File: config.mk
export PLATFORM = sky130hd
export DESIGN_NAME = go_back_n_sender_window_flat
export DESIGN_NICKNAME = d
export VERILOG_FILES = /design/src/rtl/gbn_pkg.sv /design/src/rtl/gbn_if.sv /design/src/rtl/gbn_dl_mem.sv /design/src/rtl/gbn_ctrl.sv /design/src/rtl/go_back_n_sender_window.sv /design/src/flat_wrapper.sv
export SDC_FILE = /design/constraint.sdc
export NUM_CORES = 2
export LEC_CHECK = 0
export BUFFER_PORTS_ARGS = -buffer_cell sky130_fd_sc_hd__buf_2
export CELL_PAD_IN_SITES_DETAIL_PLACEMENT = 1
export CELL_PAD_IN_SITES_GLOBAL_PLACEMENT = 2
export CORE_AREA = 2 2 329 575
export CTS_BUF_LIST = sky130_fd_sc_hd__clkbuf_16
export DETAILED_ROUTE_END_ITERATION = 12
export DIE_AREA = 0 0 331 577
export PLACE_DENSITY_LB_ADDON = 0.1
export SKIP_LAST_GASP = 1
export SYNTH_ARGS = -nofsm -noshare
export SYNTH_HDL_FRONTEND = slang
export SYNTH_SLANG_ARGS = --single-unit
File: constraint.sdc
create_clock -name clock -period 14.4 [get_ports clock]
set_input_delay 1.44 -clock clock [delete_from_list [all_inputs] [get_ports clock]]
set_output_delay 1.44 -clock clock [all_outputs]
set_load 0.005 [all_outputs]
File: src/rtl/gbn_pkg.sv
// package: constants, codes and shared types of the go-back-n sender window
`timescale 1ns / 1ps
`default_nettype none
package gbn_pkg;

   localparam int SEQ_BITS = 16;
   localparam int WINDOW_MAX = 64;
   localparam int TIME_BITS = 32;

   localparam int SLOT_BITS = (WINDOW_MAX > 1) ? $clog2(WINDOW_MAX) : 1;
   localparam int CMP_BITS = (SEQ_BITS > 16) ? SEQ_BITS : 16;

   localparam int CMD_BITS = 2;
   localparam int ACK_SEQ_BITS = 16;
   localparam int SEND_SEQ_BITS = 16;
   localparam int IN_FLIGHT_BITS = 7;
   localparam int WINDOW_CFG_BITS = 7;
   localparam int TIMEOUT_BITS = 16;
   localparam int CSR_INDEX_BITS = 1;
   localparam int CSR_DATA_BITS = 16;

   localparam logic [WINDOW_CFG_BITS-1:0] WINDOW_RESET = WINDOW_CFG_BITS'(8);
   localparam logic [TIMEOUT_BITS-1:0] TIMEOUT_RESET = TIMEOUT_BITS'(100);

   typedef enum logic [CMD_BITS-1:0] {
      CMD_TICK = 2'd0,
      CMD_NEW  = 2'd1,
      CMD_ACK  = 2'd2,
      CMD_NONE = 2'd3
   } cmd_type;

   typedef enum logic [CSR_INDEX_BITS-1:0] {
      CSR_WINDOW_SIZE   = 1'b0,
      CSR_TIMEOUT_TICKS = 1'b1
   } csr_index_type;

   typedef enum logic {
      ST_IDLE = 1'b0,
      ST_EXEC = 1'b1
   } ctl_state_type;

   typedef struct packed {
      logic                 rd_en;
      logic [SLOT_BITS-1:0] rd_addr;
      logic                 wr_en;
      logic [SLOT_BITS-1:0] wr_addr;
      logic [TIME_BITS-1:0] wr_data;
   } mem_req_type;

endpackage
`default_nettype wire

File: src/rtl/gbn_if.sv
// interfaces: request, response and register write channels
`timescale 1ns / 1ps
`default_nettype none
interface gbn_req_if;
   import gbn_pkg::*;
   logic                    valid;
   logic                    ready;
   logic [CMD_BITS-1:0]     command;
   logic [ACK_SEQ_BITS-1:0] ack_seq;
   modport source (output valid, output command, output ack_seq, input ready);
   modport sink (input valid, input command, input ack_seq, output ready);
endinterface

interface gbn_rsp_if;
   import gbn_pkg::*;
   logic                      valid;
   logic                      ready;
   logic                      send_valid;
   logic [SEND_SEQ_BITS-1:0]  send_seq;
   logic                      went_back;
   logic                      ack_accepted;
   logic                      new_dropped;
   logic [IN_FLIGHT_BITS-1:0] in_flight;
   modport source (output valid, output send_valid, output send_seq, output went_back,
                   output ack_accepted, output new_dropped, output in_flight,
                   input ready);
   modport sink (input valid, input send_valid, input send_seq, input went_back,
                 input ack_accepted, input new_dropped, input in_flight,
                 output ready);
endinterface

interface gbn_csr_if;
   import gbn_pkg::*;
   logic                      valid;
   logic                      ready;
   logic [CSR_INDEX_BITS-1:0] index;
   logic [CSR_DATA_BITS-1:0]  data;
   modport source (output valid, output index, output data, input ready);
   modport sink (input valid, input index, input data, output ready);
endinterface
`default_nettype wire

File: src/rtl/gbn_dl_mem.sv
// deadline store: one write port, one registered read port
`timescale 1ns / 1ps
`default_nettype none
module gbn_dl_mem (
   input  wire logic                          clock,
   input  wire gbn_pkg::mem_req_type          mem_req,
   output logic [gbn_pkg::TIME_BITS-1:0]      rd_data
);
   import gbn_pkg::*;

   logic [TIME_BITS-1:0] mem_array [WINDOW_MAX];
   logic [TIME_BITS-1:0] rd_data_ff;

   always_ff @(posedge clock) begin
      if (mem_req.wr_en) begin
         mem_array[mem_req.wr_addr] <= mem_req.wr_data;
      end
   end

   always_ff @(posedge clock) begin
      if (mem_req.rd_en) begin
         rd_data_ff <= mem_array[mem_req.rd_addr];
      end
   end

   assign rd_data = rd_data_ff;

endmodule
`default_nettype wire

File: src/rtl/gbn_ctrl.sv
// sequencer: counters, timeout check, send decision and response register
`timescale 1ns / 1ps
`default_nettype none
module gbn_ctrl (
   input  wire logic                                clock,
   input  wire logic                                reset,
   input  wire logic                                req_valid,
   output logic                                     req_ready,
   input  wire logic [gbn_pkg::CMD_BITS-1:0]        req_command,
   input  wire logic [gbn_pkg::ACK_SEQ_BITS-1:0]    req_ack_seq,
   output logic                                     rsp_valid,
   input  wire logic                                rsp_ready,
   output logic                                     rsp_send_valid,
   output logic [gbn_pkg::SEND_SEQ_BITS-1:0]        rsp_send_seq,
   output logic                                     rsp_went_back,
   output logic                                     rsp_ack_accepted,
   output logic                                     rsp_new_dropped,
   output logic [gbn_pkg::IN_FLIGHT_BITS-1:0]       rsp_in_flight,
   input  wire logic [gbn_pkg::WINDOW_CFG_BITS-1:0] window_size,
   input  wire logic [gbn_pkg::TIMEOUT_BITS-1:0]    timeout_ticks,
   output gbn_pkg::mem_req_type                     mem_req,
   input  wire logic [gbn_pkg::TIME_BITS-1:0]       mem_rd_data
);
   import gbn_pkg::*;

   localparam logic [SEQ_BITS-1:0] SEQ_ONES = '1;

   function automatic logic [SLOT_BITS-1:0] slot_inc(
      input logic [SLOT_BITS-1:0] slot,
      input logic [SEQ_BITS-1:0]  seq
   );
      logic [SLOT_BITS-1:0] res;
      if (seq == SEQ_ONES || 32'(slot) == WINDOW_MAX - 1) begin
         res = '0;
      end else begin
         res = slot + SLOT_BITS'(1);
      end
      return res;
   endfunction

   ctl_state_type state_ff, state_in;

   logic [SEQ_BITS-1:0]     oldest_ff, oldest_in;
   logic [SEQ_BITS-1:0]     next_send_ff, next_send_in;
   logic [SEQ_BITS-1:0]     next_new_ff, next_new_in;
   logic [SLOT_BITS-1:0]    oldest_slot_ff, oldest_slot_in;
   logic [SLOT_BITS-1:0]    send_slot_ff, send_slot_in;
   logic [TIME_BITS-1:0]    time_ff, time_in;
   cmd_type                 cmd_ff;
   logic [ACK_SEQ_BITS-1:0] ack_seq_ff;

   logic                      rsp_valid_ff, rsp_valid_in;
   logic                      send_valid_ff, send_valid_in;
   logic [SEND_SEQ_BITS-1:0]  send_seq_ff, send_seq_in;
   logic                      went_back_ff, went_back_in;
   logic                      ack_accepted_ff, ack_accepted_in;
   logic                      new_dropped_ff, new_dropped_in;
   logic [IN_FLIGHT_BITS-1:0] in_flight_ff, in_flight_in;

   logic accept;
   logic exec_go;

   logic [SEQ_BITS-1:0]  win_used;
   logic [SEQ_BITS-1:0]  flight_pre;
   logic [SEQ_BITS-1:0]  flight_mid;
   logic [SEQ_BITS-1:0]  flight_post;
   logic [TIME_BITS-1:0] time_diff;
   logic [SEQ_BITS-1:0]  ns_mid;
   logic [SLOT_BITS-1:0] ns_slot_mid;
   logic                 send_now;

   assign accept = req_valid && req_ready;
   assign exec_go = (state_ff == ST_EXEC) && (!rsp_valid_ff || rsp_ready);

   always_ff @(posedge clock) begin
      if (reset) begin
         state_ff       <= ST_IDLE;
         oldest_ff      <= '0;
         next_send_ff   <= '0;
         next_new_ff    <= '0;
         oldest_slot_ff <= '0;
         send_slot_ff   <= '0;
         time_ff        <= '0;
         rsp_valid_ff   <= 1'b0;
      end else begin
         state_ff       <= state_in;
         oldest_ff      <= oldest_in;
         next_send_ff   <= next_send_in;
         next_new_ff    <= next_new_in;
         oldest_slot_ff <= oldest_slot_in;
         send_slot_ff   <= send_slot_in;
         time_ff        <= time_in;
         rsp_valid_ff   <= rsp_valid_in;
      end
   end

   always_ff @(posedge clock) begin
      if (accept) begin
         cmd_ff     <= cmd_type'(req_command);
         ack_seq_ff <= req_ack_seq;
      end
      if (exec_go) begin
         send_valid_ff   <= send_valid_in;
         send_seq_ff     <= send_seq_in;
         went_back_ff    <= went_back_in;
         ack_accepted_ff <= ack_accepted_in;
         new_dropped_ff  <= new_dropped_in;
         in_flight_ff    <= in_flight_in;
      end
   end

   always_comb begin
      state_in        = state_ff;
      oldest_in       = oldest_ff;
      next_send_in    = next_send_ff;
      next_new_in     = next_new_ff;
      oldest_slot_in  = oldest_slot_ff;
      send_slot_in    = send_slot_ff;
      time_in         = time_ff;
      rsp_valid_in    = rsp_valid_ff && !rsp_ready;
      send_valid_in   = 1'b0;
      send_seq_in     = '0;
      went_back_in    = 1'b0;
      ack_accepted_in = 1'b0;
      new_dropped_in  = 1'b0;
      in_flight_in    = '0;
      req_ready       = (state_ff == ST_IDLE);
      ns_mid          = next_send_ff;
      ns_slot_mid     = send_slot_ff;
      send_now        = 1'b0;
      time_diff       = '0;
      flight_mid      = '0;
      flight_post     = '0;

      mem_req.rd_en   = accept;
      mem_req.rd_addr = oldest_slot_ff;
      mem_req.wr_en   = 1'b0;
      mem_req.wr_addr = send_slot_ff;
      mem_req.wr_data = '0;

      if (32'(window_size) > WINDOW_MAX) begin
         win_used = SEQ_BITS'(WINDOW_MAX);
      end else begin
         win_used = SEQ_BITS'(window_size);
      end
      flight_pre = next_send_ff - oldest_ff;

      case (state_ff)
         ST_IDLE: begin
            if (accept) begin
               state_in = ST_EXEC;
            end
         end
         ST_EXEC: begin
            case (cmd_ff)
               CMD_TICK: begin
                  time_in = time_ff + TIME_BITS'(1);
                  time_diff = time_in - mem_rd_data;
                  if (flight_pre != '0 && !time_diff[TIME_BITS-1]) begin
                     ns_mid       = oldest_ff;
                     ns_slot_mid  = oldest_slot_ff;
                     went_back_in = 1'b1;
                  end
               end
               CMD_NEW: begin
                  if ((next_new_ff - oldest_ff) == SEQ_ONES) begin
                     new_dropped_in = 1'b1;
                  end else begin
                     next_new_in = next_new_ff + SEQ_BITS'(1);
                  end
               end
               CMD_ACK: begin
                  if (flight_pre != '0 &&
                      CMP_BITS'(ack_seq_ff) == CMP_BITS'(oldest_ff)) begin
                     oldest_in       = oldest_ff + SEQ_BITS'(1);
                     oldest_slot_in  = slot_inc(oldest_slot_ff, oldest_ff);
                     ack_accepted_in = 1'b1;
                  end
               end
               default: begin
               end
            endcase

            flight_mid = ns_mid - oldest_in;
            send_now = (ns_mid != next_new_in) && (flight_mid < win_used);
            mem_req.wr_addr = ns_slot_mid;
            mem_req.wr_data = time_in + TIME_BITS'(timeout_ticks);
            next_send_in = ns_mid;
            send_slot_in = ns_slot_mid;
            if (send_now) begin
               send_valid_in = 1'b1;
               send_seq_in   = SEND_SEQ_BITS'(ns_mid);
               next_send_in  = ns_mid + SEQ_BITS'(1);
               send_slot_in  = slot_inc(ns_slot_mid, ns_mid);
            end
            flight_post  = next_send_in - oldest_in;
            in_flight_in = flight_post[IN_FLIGHT_BITS-1:0];

            if (exec_go) begin
               mem_req.wr_en = send_now;
               rsp_valid_in  = 1'b1;
               state_in      = ST_IDLE;
            end else begin
               oldest_in      = oldest_ff;
               next_send_in   = next_send_ff;
               next_new_in    = next_new_ff;
               oldest_slot_in = oldest_slot_ff;
               send_slot_in   = send_slot_ff;
               time_in        = time_ff;
            end
         end
         default: begin
            state_in = ST_IDLE;
         end
      endcase
   end

   assign rsp_valid        = rsp_valid_ff;
   assign rsp_send_valid   = send_valid_ff;
   assign rsp_send_seq     = send_seq_ff;
   assign rsp_went_back    = went_back_ff;
   assign rsp_ack_accepted = ack_accepted_ff;
   assign rsp_new_dropped  = new_dropped_ff;
   assign rsp_in_flight    = in_flight_ff;

endmodule
`default_nettype wire

File: src/rtl/go_back_n_sender_window.sv
// Go-back-N sender window controller, top level.
// req_bus takes one item per transfer: command (tick, new packet,
// acknowledgement, or no-op) and ack_seq. rsp_bus returns exactly one
// result per item: send_valid/send_seq for the packet sent after the item,
// went_back on a timeout rewind, ack_accepted, new_dropped and in_flight.
// csr_bus writes window_size (index 0) and timeout_ticks (index 1); it is
// always ready and is meant to be written only while the block is idle.
// An item passes the idle and execute states: on acceptance the oldest
// packet's deadline is read from the registered deadline memory; in the
// execute state the block updates the counters, writes the deadline of the
// packet sent and loads the response register. A new item is accepted only
// in the idle state, once the previous item has left the execute state.
// A result waiting on rsp_bus does not block the next item from being
// accepted; that item is then held in the execute state until the pending
// response transfers. Reset clears the counters, the time counter and the
// response valid, and restores window_size 8 and timeout_ticks 100; the
// deadline memory is not cleared, only entries of packets in flight are used.
`timescale 1ns / 1ps
`default_nettype none
module go_back_n_sender_window (
   input wire logic  clock,
   input wire logic  reset,
   gbn_req_if.sink   req_bus,
   gbn_rsp_if.source rsp_bus,
   gbn_csr_if.sink   csr_bus
);
   import gbn_pkg::*;

   logic [WINDOW_CFG_BITS-1:0] window_ff, window_in;
   logic [TIMEOUT_BITS-1:0]    timeout_ff, timeout_in;
   mem_req_type                mem_req;
   logic [TIME_BITS-1:0]       mem_rd_data;

   assign csr_bus.ready = 1'b1;

   always_comb begin
      window_in  = window_ff;
      timeout_in = timeout_ff;
      if (csr_bus.valid) begin
         case (csr_index_type'(csr_bus.index))
            CSR_WINDOW_SIZE:   window_in = csr_bus.data[WINDOW_CFG_BITS-1:0];
            CSR_TIMEOUT_TICKS: timeout_in = csr_bus.data[TIMEOUT_BITS-1:0];
            default: begin
            end
         endcase
      end
   end

   always_ff @(posedge clock) begin
      if (reset) begin
         window_ff  <= WINDOW_RESET;
         timeout_ff <= TIMEOUT_RESET;
      end else begin
         window_ff  <= window_in;
         timeout_ff <= timeout_in;
      end
   end

   gbn_dl_mem u_gbn_dl_mem (
      .clock   (clock),
      .mem_req (mem_req),
      .rd_data (mem_rd_data)
   );

   gbn_ctrl u_gbn_ctrl (
      .clock            (clock),
      .reset            (reset),
      .req_valid        (req_bus.valid),
      .req_ready        (req_bus.ready),
      .req_command      (req_bus.command),
      .req_ack_seq      (req_bus.ack_seq),
      .rsp_valid        (rsp_bus.valid),
      .rsp_ready        (rsp_bus.ready),
      .rsp_send_valid   (rsp_bus.send_valid),
      .rsp_send_seq     (rsp_bus.send_seq),
      .rsp_went_back    (rsp_bus.went_back),
      .rsp_ack_accepted (rsp_bus.ack_accepted),
      .rsp_new_dropped  (rsp_bus.new_dropped),
      .rsp_in_flight    (rsp_bus.in_flight),
      .window_size      (window_ff),
      .timeout_ticks    (timeout_ff),
      .mem_req          (mem_req),
      .mem_rd_data      (mem_rd_data)
   );

endmodule
`default_nettype wire

File: src/flat_wrapper.sv
// flat-port wrapper written by rule: the top's interface ports become plain ports
module go_back_n_sender_window_flat import gbn_pkg::*;
  (clock, reset, req_bus_valid, req_bus_command, req_bus_ack_seq, req_bus_ready, rsp_bus_valid, rsp_bus_send_valid, rsp_bus_send_seq, rsp_bus_went_back, rsp_bus_ack_accepted, rsp_bus_new_dropped, rsp_bus_in_flight, rsp_bus_ready, csr_bus_valid, csr_bus_index, csr_bus_data, csr_bus_ready);
  gbn_req_if req_bus_i ();
  gbn_rsp_if rsp_bus_i ();
  gbn_csr_if csr_bus_i ();
  input wire logic clock;
  input wire logic reset;
  input wire logic [$bits(req_bus_i.valid)-1:0] req_bus_valid;
  input wire logic [$bits(req_bus_i.command)-1:0] req_bus_command;
  input wire logic [$bits(req_bus_i.ack_seq)-1:0] req_bus_ack_seq;
  output wire logic [$bits(req_bus_i.ready)-1:0] req_bus_ready;
  output wire logic [$bits(rsp_bus_i.valid)-1:0] rsp_bus_valid;
  output wire logic [$bits(rsp_bus_i.send_valid)-1:0] rsp_bus_send_valid;
  output wire logic [$bits(rsp_bus_i.send_seq)-1:0] rsp_bus_send_seq;
  output wire logic [$bits(rsp_bus_i.went_back)-1:0] rsp_bus_went_back;
  output wire logic [$bits(rsp_bus_i.ack_accepted)-1:0] rsp_bus_ack_accepted;
  output wire logic [$bits(rsp_bus_i.new_dropped)-1:0] rsp_bus_new_dropped;
  output wire logic [$bits(rsp_bus_i.in_flight)-1:0] rsp_bus_in_flight;
  input wire logic [$bits(rsp_bus_i.ready)-1:0] rsp_bus_ready;
  input wire logic [$bits(csr_bus_i.valid)-1:0] csr_bus_valid;
  input wire logic [$bits(csr_bus_i.index)-1:0] csr_bus_index;
  input wire logic [$bits(csr_bus_i.data)-1:0] csr_bus_data;
  output wire logic [$bits(csr_bus_i.ready)-1:0] csr_bus_ready;
  assign req_bus_i.valid = req_bus_valid;
  assign req_bus_i.command = req_bus_command;
  assign req_bus_i.ack_seq = req_bus_ack_seq;
  assign req_bus_ready = req_bus_i.ready;
  assign rsp_bus_valid = rsp_bus_i.valid;
  assign rsp_bus_send_valid = rsp_bus_i.send_valid;
  assign rsp_bus_send_seq = rsp_bus_i.send_seq;
  assign rsp_bus_went_back = rsp_bus_i.went_back;
  assign rsp_bus_ack_accepted = rsp_bus_i.ack_accepted;
  assign rsp_bus_new_dropped = rsp_bus_i.new_dropped;
  assign rsp_bus_in_flight = rsp_bus_i.in_flight;
  assign rsp_bus_i.ready = rsp_bus_ready;
  assign csr_bus_i.valid = csr_bus_valid;
  assign csr_bus_i.index = csr_bus_index;
  assign csr_bus_i.data = csr_bus_data;
  assign csr_bus_ready = csr_bus_i.ready;
  go_back_n_sender_window u_core (.clock(clock), .reset(reset), .req_bus(req_bus_i), .rsp_bus(rsp_bus_i), .csr_bus(csr_bus_i));
endmodule
==> impl_metrics.env <==
export IMPL_timing_final_crit_share_pct=86.4
export IMPL_seq_area_frac_synth_pct=71.4
export IMPL_cts_tree="done"
export IMPL_finalHoldViolations=0
export IMPL_place_inst=7156
export IMPL_clock_sinks=2242
export IMPL_cpMaxStageDelayCell="nor2_4"
export IMPL_syn_cell_area_mm2=0.0926
export IMPL_nets=5078
export IMPL_synth_cells=4790
export IMPL_htreeDepth=4
export IMPL_rsz0062_at_grt="false"
export IMPL_die_area_mm2=0.191
export IMPL_drv_cap=0
export IMPL_critical_path_max_fanout=34
export IMPL_synth_edf_count=2125
export IMPL_clock_path_buffers=4
export IMPL_multi_input_area_mm2=0.0258
export IMPL_die_w_um=331
export IMPL_crit_type="reg -> reg"
export IMPL_clk_latency_ns=0.86
export IMPL_start_kind="flip-flop"
export IMPL_portBuffers=68
export IMPL_pwr_density_cell_mw_per_mm2=124
export IMPL_path_delay_family="simple AND/OR/NAND/NOR gates"
export IMPL_synth_distinct_cells=96
export IMPL_ios=70
export IMPL_async_reset_ff_share_pct=0
export IMPL_crit_path_frequent_cell="ha_1"
export IMPL_grt_max_degree=127
export IMPL_num_fill_cells=16200
export IMPL_grt_usage_pct=26.0
export IMPL_crit_buf_inv=4
export IMPL_die_y_um=577
export IMPL_first_iter_violations=3393
export IMPL_rows=210
export IMPL_seqCellArea_mm2=0.0662
export IMPL_slowest_delay_ns=1.16
export IMPL_fmax_ghz=0.0803
export IMPL_viasPerCell=6.03
export IMPL_numCtsBuffers=206
export IMPL_drive_gt1_share_pct=25.1
export IMPL_vias=45400
export IMPL_irDropWorstVdd_mv=0.111
export IMPL_layout_common_cells="2125 x edfxtp_1, 672 x mux4_2, 209 x nand2_1, 209 x clkbuf_16, 174 x nor2_1"
export IMPL_ys_flop_type="edfxtp_1"
export IMPL_cts_setup_buffers=0
export IMPL_ant_nets=0
export IMPL_area_growth_pct=11.2
export IMPL_clk_pin_slew_ns=0.07
export IMPL_outcome="completed"
export IMPL_antenna_found_initial=6
export IMPL_hp_class="reg -> reg"
export IMPL_gp_congestion=0.929
export IMPL_finClkSkew_ns=0.0650
export IMPL_final_core_util_pct=55.2
export IMPL_clockRootBuffer="clkbuf_16"
export IMPL_core_area_mm2=0.187
export IMPL_instances_no_fill=7524
export IMPL_grt_remaining_overflow=0
export IMPL_wire_per_inst_um=32.1
export IMPL_tns_ns=0
export IMPL_period_needed_ns=12.45
export IMPL_drt_total_wl_um=241000
export IMPL_syn_area_per_cell_um2=19.3
export IMPL_yosys_register_bits=2242
export IMPL_drcViolationCount=0
export IMPL_arrival_ns=12.88
export IMPL_cts_hold_buffers=0
export IMPL_required_ns=14.84
export IMPL_grt_pass1_vias=49500
export IMPL_drt_pass1_iter_count=8
export IMPL_cts_resized=0
export IMPL_layout_commonest_cell="edfxtp_1"
export IMPL_finalSetupViolCount=0
export IMPL_p_leak_nw=34.6
export IMPL_grt_pass1_wl_um=354000
export IMPL_synth_fp_nets=4942
export IMPL_maxSlewViolCount=0
export IMPL_start_util_pct=49.6
export IMPL_cp_end_kind="flip-flop"
export IMPL_worst_slew_pin_slew_ns=1.34
export IMPL_synth_warnings=0
export IMPL_relSlewSlack_pct=10.1
export IMPL_dp_hpwl_um=167000
==> stage by stage <==
step                      instance area, um^2  power, mW  setup WS, ns  hold WS, ns
after global routing                   103000       13.1         0.988        0.505
after global placement                  96600       7.60          2.33        0.455
final                                  103000       12.8          1.95        0.466
after CTS                              103000       12.9          1.93        0.474
after floorplan                         92600       7.44          4.13        0.441
after detailed placement                96600       7.61          1.98        0.463
==> Yosys cell counts, types with 25 or more instances <==
cell type	instances	share of area (%)
buf_1	43	0.17
o21ai_0	78	0.42
xor2_1	85	0.80
and3_1	25	0.17
a21oi_1	109	0.59
or3_1	33	0.22
mux2i_1	36	0.39
ha_1	108	1.5
mux4_2	672	16
dfxtp_1	117	2.5
edfxtp_1	2125	69
inv_1	99	0.40
clkbuf_1	176	0.71
xnor2_1	134	1.3
nor3_1	50	0.27
nand4_1	41	0.28
nand2_1	209	0.85
nor2_1	258	1.0
nand3_1	59	0.32
==> sequential cells by signal (all words and copies together) (netlist names), 2 cells and up <==
| name | cells |
|---|---|
| u_core.u_gbn_ctrl.rsp_in_flight | 7 |
| u_core.window_ff | 7 |
| u_core.u_gbn_ctrl.next_new_ff | 16 |
| u_core.u_gbn_ctrl.rsp_send_seq | 16 |
| u_core.u_gbn_ctrl.next_send_ff | 16 |
| u_core.timeout_ff | 16 |
| u_core.u_gbn_dl_mem.rd_data | 32 |
| u_core.u_gbn_ctrl.ack_seq_ff | 16 |
| u_core.u_gbn_dl_mem.mem_array | 2048 |
| u_core.u_gbn_ctrl.time_ff | 32 |
| u_core.u_gbn_ctrl.oldest_ff | 16 |
| u_core.u_gbn_ctrl.send_slot_ff | 6 |
| u_core.u_gbn_ctrl.cmd_ff | 2 |
| u_core.u_gbn_ctrl.oldest_slot_ff | 6 |
==> where the power goes <==
group	total (mW)	internal, mW	switching (mW)
Clock	5.32	2.95	2.37
Sequential	7.10	7.08	0.0201
Combinational	0.370	0.103	0.267
==> cell type report <==
cell class	instances	area share [%]
Tap cell	2438	2.96
Multi-Input combinational cell	2201	25.0
Sequential cell	2242	64.2
Antenna cell	3	0.00729
Inverter	101	0.369
Timing Repair Buffer	174	1.17
Clock inverter	156	1.15
Clock buffer	209	5.08
==> worst register-to-register path: cells and delay by family, from the launching register on <==
kind	cells	cell delay, ns
AO/OA/AOI/OAI	12	2.88
XOR/XNOR	2	0.33
adder cells (fa/ha/maj)	4	1.10
buffers and inverters	4	0.99
flip-flops	1	0.47
multiplexers	2	0.95
AND/OR/NAND/NOR	13	5.30
==> cell families after synthesis <==
family | count (synthesis) | share of synthesized area, %
AO/OA/AOI/OAI | 344 | 2.43
other | 1 | 0.00405
flip-flops | 2242 | 71.4
XOR/XNOR | 219 | 2.07
multiplexers | 715 | 16.8
AND/OR/NAND/NOR | 810 | 4.24
buffers and inverters | 347 | 1.46
adder cells (fa/ha/maj) | 112 | 1.55
==> final timing paths <==
kind | end | cells after the start | slack (ns) | from
worst max-delay path | u_core.u_gbn_dl_mem.mem_array[41][5] | 37 | 1.95 | u_core.u_gbn_ctrl.time_ff[0]
worst min register to register | u_core.timeout_ff[10] | 2 | 0.47 | u_core.timeout_ff[10]
worst max register to register | u_core.u_gbn_dl_mem.mem_array[41][5] | 37 | 1.95 | u_core.u_gbn_ctrl.time_ff[0]
worst min-delay path | u_core.timeout_ff[10] | 2 | 0.47 | u_core.timeout_ff[10]
==> layer usage <==
metal / vias up / global-route usage [%] / routed length (um)
met2: 948 / 48.9 / 137000
li1: 19700 / - / -
met3: 419 / 3.01 / 7270
met5: - / 0 / 0
met4: 0 / 11.5 / 12400
met1: 24300 / 29.2 / 85200
Power figures use the tool's default switching activity.
